$ cat config.mk
export PLATFORM = sky130hd
export DESIGN_NAME = ffdm_out_fifo
export DESIGN_NICKNAME = d
export VERILOG_FILES = /design/src/rtl/core/ffdm_pkg.sv /design/src/rtl/core/ffdm_out_fifo.sv
export SDC_FILE = /design/constraint.sdc
export NUM_CORES = 1
export LEC_CHECK = 0
export ABC_AREA = 1
export BUFFER_PORTS_ARGS = -buffer_cell sky130_fd_sc_hd__buf_2
export CAP_MARGIN = 20
export CELL_PAD_IN_SITES_DETAIL_PLACEMENT = 0
export CELL_PAD_IN_SITES_GLOBAL_PLACEMENT = 1
export CORE_AREA = 4 4 80 156
export DETAILED_ROUTE_END_ITERATION = 6
export DIE_AREA = 0 0 84 160
export GPL_ROUTABILITY_DRIVEN = 0
export PLACE_DENSITY = 0.74
export SKIP_CTS_REPAIR_TIMING = 1
export SLEW_MARGIN = 20
export SYNTH_ARGS = -nofsm -noshare
export SYNTH_HDL_FRONTEND = slang
export SYNTH_SLANG_ARGS = --single-unit
$ cat constraint.sdc
create_clock -name aclk -period 2.1 [get_ports aclk]
set_input_delay 0.63 -clock aclk [delete_from_list [all_inputs] [get_ports aclk]]
set_output_delay 0.63 -clock aclk [all_outputs]
set_load 0.005 [all_outputs]
$ cat src/rtl/core/ffdm_pkg.sv
// ----------------------------------------------------------------------------
// ffdm_pkg
// Types, constants and helpers shared by the motion mask modules.
// ----------------------------------------------------------------------------
`timescale 1ns / 1ps

package ffdm_pkg;

    localparam int MAX_PIXELS = 65536;
    localparam int ADDR_W     = (MAX_PIXELS > 1) ? $clog2(MAX_PIXELS) : 1;
    localparam int LEN_W      = ADDR_W + 1;
    localparam int NUM_SLOTS  = 3;
    localparam int PIX_W      = 8;
    localparam int ROW_W      = NUM_SLOTS * PIX_W;
    localparam int PROD_W     = 2 * PIX_W;
    localparam int FIFO_DEPTH = 4;
    localparam int FIFO_PTR_W = $clog2(FIFO_DEPTH);
    localparam int FIFO_CNT_W = FIFO_PTR_W + 1;

    localparam logic [PIX_W-1:0] MASK_ON  = 8'd255;
    localparam logic [PIX_W-1:0] MASK_OFF = 8'd0;

    // Configuration register indexes
    localparam int CFG_IDX_W = 4;
    localparam logic [CFG_IDX_W-1:0] REG_THRESHOLD    = 4'd0;
    localparam logic [CFG_IDX_W-1:0] REG_FRAME_PIXELS = 4'd1;
    localparam int CFG_DATA_W = 17;

    typedef logic [1:0] slot_t;

    typedef struct packed {
        logic              en;
        logic [ADDR_W-1:0] addr;
        logic [ROW_W-1:0]  data;
    } ram_wr_t;

    typedef struct packed {
        logic              last;
        logic [PROD_W-1:0] product;
        logic [PIX_W-1:0]  mask;
    } result_t;

    function automatic slot_t slot_next(input slot_t s);
        slot_t r;
        r = (s == 2'd2) ? 2'd0 : s + 2'd1;
        return r;
    endfunction

    function automatic logic [PIX_W-1:0] abs_diff(input logic [PIX_W-1:0] a,
                                                   input logic [PIX_W-1:0] b);
        logic [PIX_W-1:0] r;
        r = (a > b) ? (a - b) : (b - a);
        return r;
    endfunction

endpackage

$ cat src/rtl/core/ffdm_out_fifo.sv
// ----------------------------------------------------------------------------
// ffdm_out_fifo
// Small result queue between the pipeline and the master stream port.
// ----------------------------------------------------------------------------
`timescale 1ns / 1ps

module ffdm_out_fifo import ffdm_pkg::*; (
    input  logic                  aclk,
    input  logic                  aresetn,
    input  logic                  push,
    input  result_t               push_data,
    input  logic                  pop,
    output logic                  not_empty,
    output result_t               head,
    output logic [FIFO_CNT_W-1:0] count
);

    result_t                 entries [0:FIFO_DEPTH-1];
    logic [FIFO_PTR_W-1:0]   wr_ptr_reg, wr_ptr_next;
    logic [FIFO_PTR_W-1:0]   rd_ptr_reg, rd_ptr_next;
    logic [FIFO_CNT_W-1:0]   count_reg,  count_next;

    always_comb begin
        wr_ptr_next = push ? wr_ptr_reg + 1'b1 : wr_ptr_reg;
        rd_ptr_next = pop  ? rd_ptr_reg + 1'b1 : rd_ptr_reg;
        count_next  = count_reg + FIFO_CNT_W'(push) - FIFO_CNT_W'(pop);
    end

    always_ff @(posedge aclk) begin
        if (!aresetn) begin
            wr_ptr_reg <= '0;
            rd_ptr_reg <= '0;
            count_reg  <= '0;
        end else begin
            wr_ptr_reg <= wr_ptr_next;
            rd_ptr_reg <= rd_ptr_next;
            count_reg  <= count_next;
        end
    end

    always_ff @(posedge aclk) begin
        if (push) begin
            entries[wr_ptr_reg] <= push_data;
        end
    end

    assign not_empty = (count_reg != '0);
    assign head      = entries[rd_ptr_reg];
    assign count     = count_reg;

endmodule

* Word level (Yosys, flattened, before mapping)
Memory sizes are Yosys's and may differ from the RTL's. A register that Yosys moved wholly into a read port is not among the register bits.
Cells that the tools add are included.
** Cells by class
- Muxes and demuxes :: 4
- Add/sub/neg operators :: 4
- Reduce and logical (&&, ||, !) cells :: 1
** Operators with widths (number)
- $add 2x1->2 const B :: 2
- $mux 2 :: 2
- $add 3x1->3 :: 1
- $reduce_bool 3->1 :: 1
- $sub 3x1->3 :: 1
- $mux 1 :: 2
** Word-level totals
- Word-level logic and storage cells :: 13
- Memories kept :: 1
- Output and inout port bits :: 29
- Bits of input ports :: 29
- RAM bits :: 100
- Register bits :: 7
** Memories
- entries :: words 4, bits a word 25, rd ports 1, clocked after memory_dff 1, write ports 1, line ffdm_out_fifo.sv:18 : result_t entries [0:FIFO_DEPTH-1];

* Logic depth before layout (Yosys ltp)
- Depth in word-level cells :: 3
- Mapped depth :: 8
- Depth with buffers taken out :: 8

* Worst setup path after synthesis
OpenSTA, ideal clock, no wires.
- Path kind :: input port to flip-flop
- Start point :: in pop
- End point :: reg count_reg[2], in the netlist count[2]
- Setup time :: 0.115 ns
- Slack :: 0.364 ns
- Data arrival time :: 1.621 ns
- Data required time :: 1.985 ns
- Path buffers :: 0
- Stages :: 6
- Cell sequence :: ha_1 -> inv_1 -> ha_1 -> fa_1 -> a21oi_1 -> nor2_1
** On the way
- Cells in the longest elaborated chain, start to end :: 1
** RTL lines
- start, declared :: line ffdm_out_fifo.sv:12 : input logic pop,
- $sub 3x1->3 :: line ffdm_out_fifo.sv:26 : count_next = count_reg + FIFO_CNT_W'(push) - FIFO_CNT_W'(pop);
- end signal, assigned :: line ffdm_out_fifo.sv:37 : count_reg <= count_next;
- end, declared :: line ffdm_out_fifo.sv:21 : logic [FIFO_CNT_W-1:0] count_reg, count_next;
No other way between the ends.
A chain may end at the register's enable or synchronous reset.

==> qor.txt <==
Num Clock Sinks -> 109
RSZ-0062 raised after global routing -> false
Setup CP Type -> reg2out
Post-route antenna net violation count -> 0
Placed cell count -> 537
Total GRT Usage -> 0.118
CTS HTree Levels -> 3
Cells after Synth -> 346
Run status -> complete, no violations
Rows -> 55
Worst-Skew Late Latency -> 0.34 ns
Max Cap Violations -> 0
Yosys top cell by area -> edfxtp_1
Vias -> 2,591
Routed len/inst -> 13.5 um
R2r setup slk -> 0.56 ns
Setup TNS -> 0 ns
Layout area overhead -> 18.8%
Maximum vdd drop -> 669 uV
Die area -> 13,400 sq um
DR vias/cell -> 4.67
Fmax -> 502 MHz
R2R depth -> 7
R2R Path Start -> count[0]$_SDFF_PN0_
Sequential share of the synthesized area -> 0.722
Leakage power -> 0.00210 uW
Hold path startpoint -> rd_ptr_reg[1]$_SDFFE_PN0P_
PwrDens -> 895 nW/um^2
Layout cells sized above 1 -> 0.220
Final setup vio count -> 0
Initial Util -> 0.391
Max FO, Critical Path -> 32
Hold WC Path Type -> reg2reg
Main area contributors after synthesis -> edfxtp_1 (68%), inv_1 (5.5%), nand2_1 (5.1%)
Slew margin rel. -> 0.855
Crit. End Element -> primary output
Num ports -> 58
Initial antenna violation count -> 0
Max reg flops -> 100
Mean Syn Cell Area -> 12.7 sq um
DRT Pass-1 Iters -> 4
Most common cell after layout, fill and taps aside -> edfxtp_1
Post-synth cell types -> 15
Min cycle time layout -> 1.99 ns
First-pass GRT wire length -> 12,200 um
TritonCTS Buffers -> 9
Congestion Overflow GR -> 0
Worst EP arrival -> 1.36 ns
Die Wd -> 84 um
Synthesized cell area -> 4410 sq um
Startpoint types -> flop
Dpl hpwl -> 5030 um
Port Buffers -> 57
Skew final -> 0.00532 ns
Syn nets -> 382
Max Slew Vio Count -> 0
Longest Clk Path Bufs -> 2
Top cell type's share of synthesized area -> 0.681
Vias in the first global route -> 2,565
Worst-path clk slew -> 0.07 ns
Critical R2R Capture -> count[2]$_SDFF_PN0_
CP required -> 1.47 ns
Tcrit/Tclk final -> 0.948
Most frequent cells in the layout -> edfxtp_1 (100), inv_1 (65), nand2_1 (60), buf_2 (57), a21oi_1 (26)
Largest net degree at the start of global routing -> 33
Non-filler cells, final -> 555
Hold depth -> 2
Warnings from Yosys -> 0
Drt total wl -> 7480 um
CORE AREA -> 11,300 sq um
Die Height -> 160 um
Drc violations -> 0
Root Driver -> clkbuf_16
N_diodes -> 0
Fin. Hold Viols -> 0
Post-synthesis register bit count -> 109
Worst-margin pin slew -> 0.216 ns
CTS tree -> built
Initial DRC Count -> 93
Nets -> 444
-- worst max-delay path by stage --
stage | from | end | slack, ns | cells after the start
finish | flop | head[14] | 0.11 | 5
global route | flop | head[18] | 0.02 | 5
CTS | flop | head[14] | -0.03 | 5
detailed placement | pop | count[2]$_SDFF_PN0_ | 0.16 | 7
global placement | pop | count[2]$_SDFF_PN0_ | 0.17 | 7
floorplan | pop | count[2]$_SDFF_PN0_ | 0.36 | 6
-- where the power goes --
part	internal, uW	switching (uW)	total, uW
clock network	940	724	1660
logic	216	289	505
registers	2480	42.8	2520
total	3630	1060	4690
-- cell usage after synthesis --
master and count:
edfxtp_1 100, inv_1 65, nand2_1 60, a21oi_1 26, o211ai_1 25, o21ai_1 25
buf_6 9, dfxtp_1 9, buf_2 8, ha_1 6, a21oi_2 5, o21ai_0 4
nand3_1 2, fa_1 1, nor2_1 1
-- critical path, cell delays in order, from the launching register on --
cell	delay [ns]
dfxtp_4	0.42
buf_12	0.19
nand2_1	0.08
o211ai_1	0.08
nand2_1	0.11
buf_2	0.14
-- through the flow --
step	cell area [sq um]	util	hold WS, ns	worst slack [ns]	power [uW]
6_report	5240	0.464	0.468	0.109	4690
5_1_grt	5240	0.464	0.492	0.0232	4910
3_3_place_gp	4920	0.436	0.456	0.174	3060
3_5_place_dp	4920	0.436	0.452	0.158	3080
2_1_floorplan	4410	-	0.436	0.364	2850
4_1_cts	5220	0.463	0.465	-0.0275	4750
-- routing by layer --
| layer | global-route usage | up-vias | wire (um) |
|---|---|---|---|
| li1 | - | 1310 | - |
| met1 | 0.119 | 1215 | 2640 |
| met2 | 0.215 | 52 | 4190 |
| met3 | 0.0403 | 14 | 475 |
| met4 | 0.0520 | 0 | 172 |
| met5 | 0 | - | 0 |
-- cell type report --
type                    instances  area, sq um
well taps                     142          178
multi-input cells             155          841
repair buffers                 68          480
clock inverters                 7         80.1
fillers                      1041         6050
clock buffers                   9          225
flip-flops and latches        109         3190
inverters                      65          244
-- cells by family (layout without fill, tap and decap cells) --
logic type / Yosys count / count (layout) / synth area share
flops: 109 / 109 / 0.722
compound gates: 85 / 85 / 0.115
buf+inv: 82 / 149 / 0.0874
simple gates: 63 / 63 / 0.0542
fa+ha+maj: 7 / 7 / 0.0216
Note: power is estimated with default switching activity, not from simulation.
